$ cat src/sv/csfp_pkg.sv
// Shared types and constants for the cycling speed-from-power core.
// Used by csfp_div and cycling_speed_from_power_core; depends on nothing.
package csfp_pkg;

   localparam int SPEED_FRAC_BITS_DEF = 10;

   // Serial divider sizing: left-aligned numerator, one quotient bit a cycle
   localparam int DIV_NUM_W = 64;
   localparam int DIV_DEN_W = 32;
   localparam int DIV_CNT_W = 7;

   typedef struct packed {
      logic                 start;
      logic [DIV_CNT_W-1:0] count;   // numerator bits to process
   } div_req_type;

   typedef enum logic [1:0] {
      CSR_DIRECT = 2'd0,
      CSR_MASS   = 2'd1,
      CSR_CORR   = 2'd2
   } csr_index_type;

endpackage

$ cat src/sv/csfp_div.sv
// Bit-serial restoring divider, one quotient bit per cycle.
// Depends on csfp_pkg.
module csfp_div (
   input  logic                              clock,
   input  logic                              reset,
   input  csfp_pkg::div_req_type             div_req,
   input  logic [csfp_pkg::DIV_NUM_W-1:0]    numer,    // left-aligned in count bits
   input  logic [csfp_pkg::DIV_DEN_W-1:0]    denom,
   output logic                              div_done,
   output logic [csfp_pkg::DIV_NUM_W-1:0]    quot
);
   import csfp_pkg::*;

   logic                 busy_ff, busy_in;
   logic                 done_ff, done_in;
   logic [DIV_CNT_W-1:0] cnt_ff, cnt_in;
   logic [DIV_NUM_W-1:0] num_ff, num_in;
   logic [DIV_DEN_W-1:0] rem_ff, rem_in;
   logic [DIV_DEN_W-1:0] den_ff, den_in;
   logic [DIV_DEN_W:0]   trial;
   logic [DIV_DEN_W:0]   diff;

   always_comb begin
      trial   = {rem_ff, num_ff[DIV_NUM_W-1]};
      diff    = trial - {1'b0, den_ff};
      busy_in = busy_ff;
      done_in = 1'b0;
      cnt_in  = cnt_ff;
      num_in  = num_ff;
      rem_in  = rem_ff;
      den_in  = den_ff;
      if (div_req.start) begin
         busy_in = 1'b1;
         cnt_in  = div_req.count;
         num_in  = numer;
         rem_in  = '0;
         den_in  = denom;
      end else if (busy_ff) begin
         // quotient bits shift in at the bottom as numerator bits leave the top
         if (trial >= {1'b0, den_ff}) begin
            rem_in = diff[DIV_DEN_W-1:0];
            num_in = {num_ff[DIV_NUM_W-2:0], 1'b1};
         end else begin
            rem_in = trial[DIV_DEN_W-1:0];
            num_in = {num_ff[DIV_NUM_W-2:0], 1'b0};
         end
         cnt_in = cnt_ff - DIV_CNT_W'(1);
         if (cnt_ff == DIV_CNT_W'(1)) begin
            busy_in = 1'b0;
            done_in = 1'b1;
         end
      end
   end

   always_ff @(posedge clock) begin
      if (reset) begin
         busy_ff <= 1'b0;
         done_ff <= 1'b0;
         cnt_ff  <= '0;
      end else begin
         busy_ff <= busy_in;
         done_ff <= done_in;
         cnt_ff  <= cnt_in;
      end
      num_ff <= num_in;
      rem_ff <= rem_in;
      den_ff <= den_in;
   end

   assign div_done = done_ff;
   assign quot     = num_ff;

   a_no_restart_busy: assert property (@(posedge clock) disable iff (reset)
      div_req.start |-> !busy_ff) else $error("divider launched while busy");
   a_done_idle: assert property (@(posedge clock) disable iff (reset)
      done_ff |-> !busy_ff) else $error("done while still busy");
   a_rem_bound: assert property (@(posedge clock) disable iff (reset)
      (busy_ff && den_ff != '0) |-> rem_ff < den_ff) else $error("remainder out of range");
   a_last_step: assert property (@(posedge clock) disable iff (reset)
      (busy_ff && cnt_ff == DIV_CNT_W'(1) && !div_req.start) |=> done_ff)
      else $error("missing done");

endmodule

$ cat config.mk
export PLATFORM = sky130hd
export DESIGN_NAME = csfp_div
export DESIGN_NICKNAME = d
export VERILOG_FILES = /design/src/sv/csfp_pkg.sv /design/src/sv/csfp_div.sv
export SDC_FILE = /design/constraint.sdc
export NUM_CORES = 1
export LEC_CHECK = 0
export BUFFER_PORTS_ARGS = -buffer_cell sky130_fd_sc_hd__buf_2
export CORE_MARGIN = 10
export CORE_UTILIZATION = 36
export CTS_BUF_LIST = sky130_fd_sc_hd__clkbuf_4
export DETAILED_ROUTE_END_ITERATION = 6
export PLACE_DENSITY_LB_ADDON = 0.3
export RECOVER_POWER = 50
export SLEW_MARGIN = 20
export SYNTH_ARGS = -nofsm -noshare
export SYNTH_HDL_FRONTEND = slang
export SYNTH_SLANG_ARGS = --single-unit
$ cat constraint.sdc
create_clock -name clock -period 2.9 [get_ports clock]
set_input_delay 0 -clock clock [delete_from_list [all_inputs] [get_ports clock]]
set_output_delay 0 -clock clock [all_outputs]
set_load 0.1 [all_outputs]
==> impl_metrics.py, run 1 <==
metrics = {
    "timing": {
        "finalSetupViolCount": 23,
        "setup-tns-final_ns": -1.422,
        "slew_viol_final": 0,
        "worst_pin_slew_ns": 0.7188,
        "rsz0062_at_grt": "true",
        "fin_ws_ns": -0.1122,
        "maxSlewHeadroom": 0.5208,
        "fmax_mhz": 332.0,
        "finalCritPeriodShare": 1.039,
        "period_needed_ns": 3.012,
        "clock_skew_ns": 0.02440,
        "hold_viol": 0,
    },
    "clock_network": {
        "clkLatencyLatePin_ns": 0.56,
        "cts_sinks": 137,
        "root_buffer": "clkbuf_4",
        "cts_made_buffers": 17,
        "htree_levels": 4,
        "path_clk_slew_ns": 0.13,
        "tritoncts": "yes",
        "clockBufferDepth": 2,
    },
    "setup_path": {
        "worstPathRequired_ns": 3.31,
        "cp_num_buf_inv": 3,
        "cp-end-kind": "register",
        "crit_slowest_cell": "or4_4",
        "path_max_fanout": 6,
        "max_stage_delay_ns": 0.45,
        "crit_chain": "inv_2, ha_4, a21o_1, a21o_1, a311oi_2, nor4b_2, or4_4, o31ai_4, buf_4, clkbuf_16, mux2i_1, a211oi_1",
        "critPathKind": "register to register",
        "crit_family": "compound AO/OA/AOI/OAI gates",
        "start_kind": "register",
        "crit_top_cell": "a21o_1",
        "worst_ep_arrival_time_ns": 3.42,
    },
    "final_layout": {
        "area_delta_synth_final_pct": 42.00,
        "fin_cells": 1330,
        "nets": 1182,
        "final_cell_area_sq_um": 10830,
        "drive_above_1_share": 0.3472,
        "fillers": 1904,
        "final_cell_mix": "buf_2 (164), dlygate4sd3_1 (111), edfxtp_1 (96), nor2_1 (76), mux2_2 (63)",
        "mostFrequentLayoutCell": "buf_2",
    },
    "synth": {
        "synth-main-ff-cell": "edfxtp_1",
        "syn-instance-count": 713,
        "synth_area_sq_um": 7629,
        "ys_warn_count": 0,
        "synth_edf_count": 96,
        "async_flop_share": 0,
        "syn_avg_cell_area_sq_um": 10.70,
        "synth_fp_nets": 854,
        "ys_seq_area_frac": 0.4855,
        "synth_cell_types": 64,
        "synth_seq_cells": 137,
    },
    "outcome": {
        "outcome": "finished, violations left",
        "failed_checks": "negative setup slack",
    },
    "placed_design": {
        "hpwl_microns": 15190,
        "dpl_cell_area_sq_um": 9156,
        "portBuffers": 170,
        "place_inst": 1176,
        "gp_congestion": 0.8379,
    },
    "route": {
        "wl_met3_microns": 1805,
        "top_layer_used": "met4",
        "drc": 0,
        "antenna_left": 0,
        "drt_iter0_drc": 376,
        "vias": 6631,
        "met2_length_microns": 11170,
        "wl_microns": 22690,
        "first_pass_iters": 5,
        "via_per_inst": 4.986,
        "wl_per_cell_microns": 17.06,
        "drt-met1-wl_microns": 9378,
    },
    "power_and_ir_drop": {
        "powerDensity_nw_per_um2": 567.5,
        "leakagePower_nw": 4.709,
        "irDropWorstVdd_v": 0.0003617,
    },
    "global_route": {
        "antenna_found_initial": 1,
        "grt_pass1_wl_microns": 35580,
        "grt_use_total": 0.1625,
        "grt_max_degree": 141,
        "grt_pass1_vias": 6898,
        "grt_overflow": 0,
    },
    "floorplan": {
        "num_io_pins": 171,
        "die_h_microns": 165.6,
        "rows": 53,
        "chipWidth_microns": 165.6,
        "core_area_sq_um": 20960,
        "initial_core_util": 0.3640,
        "dieArea_sq_um": 27410,
    },
    "run": {
        "maxCapViolCount": 0,
    },
    "min_path": {
        "min_path_type": "input port to register",
    },
}
-- flip-flops by register name, indices dropped and copies added (netlist names) --
register,count
quot,64
den_ff,32
rem_ff,32
cnt_ff,7
busy_ff,1
div_done,1
-- metal layers --
| metal | global-route usage | up-vias |
|---|---|---|
| met5 | 0 | - |
| met4 | 0.04310 | 0 |
| met3 | 0.06296 | 23 |
| met2 | 0.2731 | 200 |
| met1 | 0.1895 | 3109 |
| li1 | - | 3299 |
-- worst paths after layout --
| check | to | cells after the start | start | slack, ns |
|---|---|---|---|---|
| max | rem_ff[5]$_SDFFE_PP0P_ | 12 | den_ff[24]$_DFFE_PP_ | -0.11 |
| min reg2reg | rem_ff[27]$_SDFFE_PP0P_ | 2 | rem_ff[26]$_SDFFE_PP0P_ | 0.52 |
| min | rem_ff[21]$_SDFFE_PP0P_ | 5 | div_req[7] | 0.08 |
| max reg2reg | rem_ff[5]$_SDFFE_PP0P_ | 12 | den_ff[24]$_DFFE_PP_ | -0.11 |
-- cell type report --
class / count / area [sq um] / share of cell area
diodes: 1 / 2.502 / 0.0002310
inverters: 43 / 161.4 / 0.01490
flip-flops and latches: 137 / 3705 / 0.3420
clock inverters: 15 / 168.9 / 0.01559
well taps: 275 / 344.1 / 0.03176
multi-input cells: 494 / 3747 / 0.3459
repair buffers: 348 / 2576 / 0.2378
clock buffers: 17 / 127.6 / 0.01178
-- worst reg2reg max path: stages, from the launching register on --
cell,delay (ns)
edfxtp_1,0.42
inv_2,0.08
ha_4,0.20
a21o_1,0.19
a21o_1,0.19
a311oi_2,0.28
nor4b_2,0.10
or4_4,0.45
o31ai_4,0.33
buf_4,0.20
clkbuf_16,0.15
mux2i_1,0.19
a211oi_1,0.09
-- metrics by stage --
stage / util / setup WS (ns) / hold WS (ns) / total power (W)
CTS: 0.5059 / 0.006828 / 0.05169 / 0.006078
global route: 0.5170 / -0.2347 / 0.02832 / 0.006472
detailed placement: 0.4369 / -0.05594 / 0.1781 / 0.004577
floorplan: - / -0.2595 / 0.09887 / 0.004043
global placement: 0.4369 / 0.004305 / 0.1784 / 0.004566
finish: 0.5170 / -0.1122 / 0.08295 / 0.006147
-- power by group --
part           leakage (nW)  switching, W  internal, W
clock                 0.155      0.000875     0.000478
combinational          3.26       0.00150     0.000867
sequential             1.30      0.000118      0.00231
total                  4.71       0.00249      0.00366
-- timing repair --
action                                  4_1_cts  5_1_grt
buffers inserted                              1        6
hold endpoints to repair                    105        0
hold buffers                                111        0
cloned                                        0        3
pin swaps                                     1       11
endpoints found under the setup margin       12       31
resized for setup                             6       27
-- cells by family after synthesis --
group	count (synthesis)	share of synthesized area
AND/OR/NAND/NOR	203	0.1309
XOR/XNOR	26	0.02985
adder cells (fa/ha/maj)	35	0.05839
multiplexers	88	0.1258
buffers and inverters	82	0.04379
AO/OA/AOI/OAI	142	0.1258
flip-flops	137	0.4855
-- cell usage after synthesis (all sizes together), types with 2 or more instances --
cell type / count / area, sq um
or3: 5 / 31.28
nor2: 76 / 285.3
o311ai: 2 / 17.52
a21o: 6 / 45.04
inv: 43 / 161.4
nor3: 12 / 60.06
a31oi: 8 / 65.06
mux2: 63 / 709.4
a211oi: 25 / 187.7
buf: 5 / 45.04
o21bai: 3 / 22.52
nor4b: 3 / 26.28
o211ai: 2 / 15.01
a21oi: 46 / 237.7
nand4: 7 / 43.79
nor2b: 4 / 25.02
nor4: 7 / 43.79
o31ai: 4 / 43.79
and3: 10 / 62.56
or2: 5 / 31.28
ha: 34 / 425.4
o21a: 4 / 30.03
o41ai: 2 / 17.52
xnor2: 18 / 157.7
nand2b: 5 / 31.28
edfxtp: 96 / 2883
nor3b: 5 / 37.54
mux2i: 25 / 250.2
xor2: 8 / 70.07
a311oi: 4 / 35.03
nand3b: 4 / 30.03
dfxtp: 41 / 820.8
nand2: 36 / 135.1
a2111oi: 2 / 17.52
clkbuf: 34 / 127.6
nand3: 15 / 75.07
a32oi: 2 / 17.52
and4: 3 / 26.28
nand4b: 3 / 26.28
o21ai: 20 / 100.1
No activity file was read; power rests on OpenSTA's default activity.
==> inputs of run 2 (changes only) <==
- CTS_BUF_LIST: sky130_fd_sc_hd__clkbuf_4 -> unset
==> impl_metrics.py, run 2 (synthesized netlist as in run 1, its figures left out) <==
metrics = {
    "clock_network": {
        "htree_levels": 4,
        "tritoncts": "yes",
        "path_clk_slew_ns": 0.06,
        "cts_sinks": 137,
        "clockBufferDepth": 2,
        "clkLatencyLatePin_ns": 0.44,
        "root_buffer": "clkbuf_16",
        "cts_made_buffers": 17,
    },
    "placed_design": {
        "portBuffers": 170,
        "gp_congestion": 0.8379,
        "place_inst": 1176,
        "hpwl_microns": 15190,
        "dpl_cell_area_sq_um": 9156,
    },
    "floorplan": {
        "num_io_pins": 171,
        "dieArea_sq_um": 27410,
        "rows": 53,
        "chipWidth_microns": 165.6,
        "die_h_microns": 165.6,
        "initial_core_util": 0.3640,
        "core_area_sq_um": 20960,
    },
    "power_and_ir_drop": {
        "irDropWorstVdd_v": 0.0003600,
        "leakagePower_nw": 4.776,
        "powerDensity_nw_per_um2": 629.3,
        "p_total_w": 0.007035,
    },
    "global_route": {
        "grt_max_degree": 141,
        "grt_pass1_vias": 6918,
        "grt_use_total": 0.1623,
        "antenna_found_initial": 1,
        "grt_pass1_wl_microns": 35490,
        "grt_overflow": 0,
    },
    "setup_path": {
        "critPathKind": "register to register",
        "path_max_fanout": 5,
        "cp-end-kind": "register",
        "worstPathRequired_ns": 3.16,
        "worst_ep_arrival_time_ns": 3.21,
        "start_kind": "register",
    },
    "final_layout": {
        "fillers": 1859,
        "regArea_sq_um": 3705,
        "nets": 1176,
        "multi_input_area_sq_um": 3880,
        "fin_util": 0.5335,
        "final_cell_mix": "buf_2 (164), dlygate4sd3_1 (111), edfxtp_1 (96), nor2_1 (76), mux2_2 (63)",
        "area_delta_synth_final_pct": 46.55,
        "fin_cells": 1324,
        "mostFrequentLayoutCell": "buf_2",
        "drive_above_1_share": 0.3569,
        "largest_reg_flops": 64,
        "final_cell_area_sq_um": 11180,
    },
    "run": {
        "maxCapViolCount": 0,
    },
    "route": {
        "drt_iter0_drc": 368,
        "antenna_left": 0,
        "first_pass_iters": 5,
        "via_per_inst": 5.039,
        "wl_per_cell_microns": 17.03,
        "vias": 6671,
        "drc": 0,
        "wl_microns": 22550,
    },
    "outcome": {
        "outcome": "finished, violations left",
        "failed_checks": "negative setup slack",
    },
    "timing": {
        "slew_viol_final": 0,
        "whs_ns": 0.1409,
        "finalCritPeriodShare": 1.017,
        "rsz0062_at_grt": "true",
        "period_needed_ns": 2.950,
        "finalSetupViolCount": 9,
        "maxSlewHeadroom": 0.4423,
        "clock_skew_ns": 0.01488,
        "fmax_mhz": 339.0,
        "hold_viol": 0,
        "worst_pin_slew_ns": 0.8366,
        "fin_ws_ns": -0.04968,
    },
    "min_path": {
        "min_path_type": "input port to register",
    },
}
run 2: cell count changes in the layout (fill, tap and decap cells not counted), sizes merged:
cell	delta
buf	-4
clkbuf	-2
run 2: final cells by class:
type	count	share of cell area
clock inverters	15	0.01511
repair buffers	342	0.2229
diodes	1	0.0002238
well taps	275	0.03078
clock buffers	17	0.03805
inverters	43	0.01444
multi-input cells	494	0.3471
flip-flops and latches	137	0.3314
run 2: per-stage QoR:
stage | TNS, ns | setup slack [ns]
6_report | -0.1826 | -0.04968
5_1_grt | -4.477 | -0.2072
4_1_cts | 0 | 0.008948
3_5_place_dp | -0.3134 | -0.05594
3_3_place_gp | 0 | 0.004305
2_1_floorplan | -6.654 | -0.2595
run 2: where the power goes:
part,internal (W),switching (W)
logic,0.000867,0.00149
clock network,0.00123,0.00100
registers,0.00231,0.000125
total,0.00441,0.00262
run 2: repair_timing:
| item | in CTS | in global routing |
|---|---|---|
| setup endpoints to repair | 12 | 30 |
| endpoints found under the hold margin | 105 | 0 |
| cloned | 0 | 1 |
| hold buffers | 111 | 0 |
| resized for setup | 3 | 41 |
| pin swaps | 1 | 19 |
| buffers inserted | 1 | 2 |
run 2: per-layer routing:
layer / share of wire / global-route usage / up-vias
met5: 0 / 0 / -
met4: 0.013 / 0.04389 / 0
met3: 0.080 / 0.06420 / 26
met2: 0.49 / 0.2686 / 208
met1: 0.42 / 0.1916 / 3153
li1: - / - / 3284
run 2: path summary, 6_finish.rpt:
check	slack (ns)	cells after the start	end	startpoint
max	-0.05	12	rem_ff[16]$_SDFFE_PP0P_	den_ff[24]$_DFFE_PP_
min	0.14	2	den_ff[18]$_DFFE_PP_	div_req[7]
max reg2reg	-0.05	12	rem_ff[16]$_SDFFE_PP0P_	den_ff[24]$_DFFE_PP_
min reg2reg	0.51	2	rem_ff[2]$_SDFFE_PP0P_	rem_ff[2]$_SDFFE_PP0P_
run 2: critical path: stages, from the launching register on:
cell       delay, ns
edfxtp_1        0.39
inv_2           0.08
ha_4            0.21
a21o_1          0.17
a21o_1          0.17
a311oi_2        0.21
nor4b_2         0.09
or4_4           0.53
o31ai_4         0.33
buf_6           0.18
clkbuf_16       0.15
mux2i_1         0.18
a211oi_1        0.09
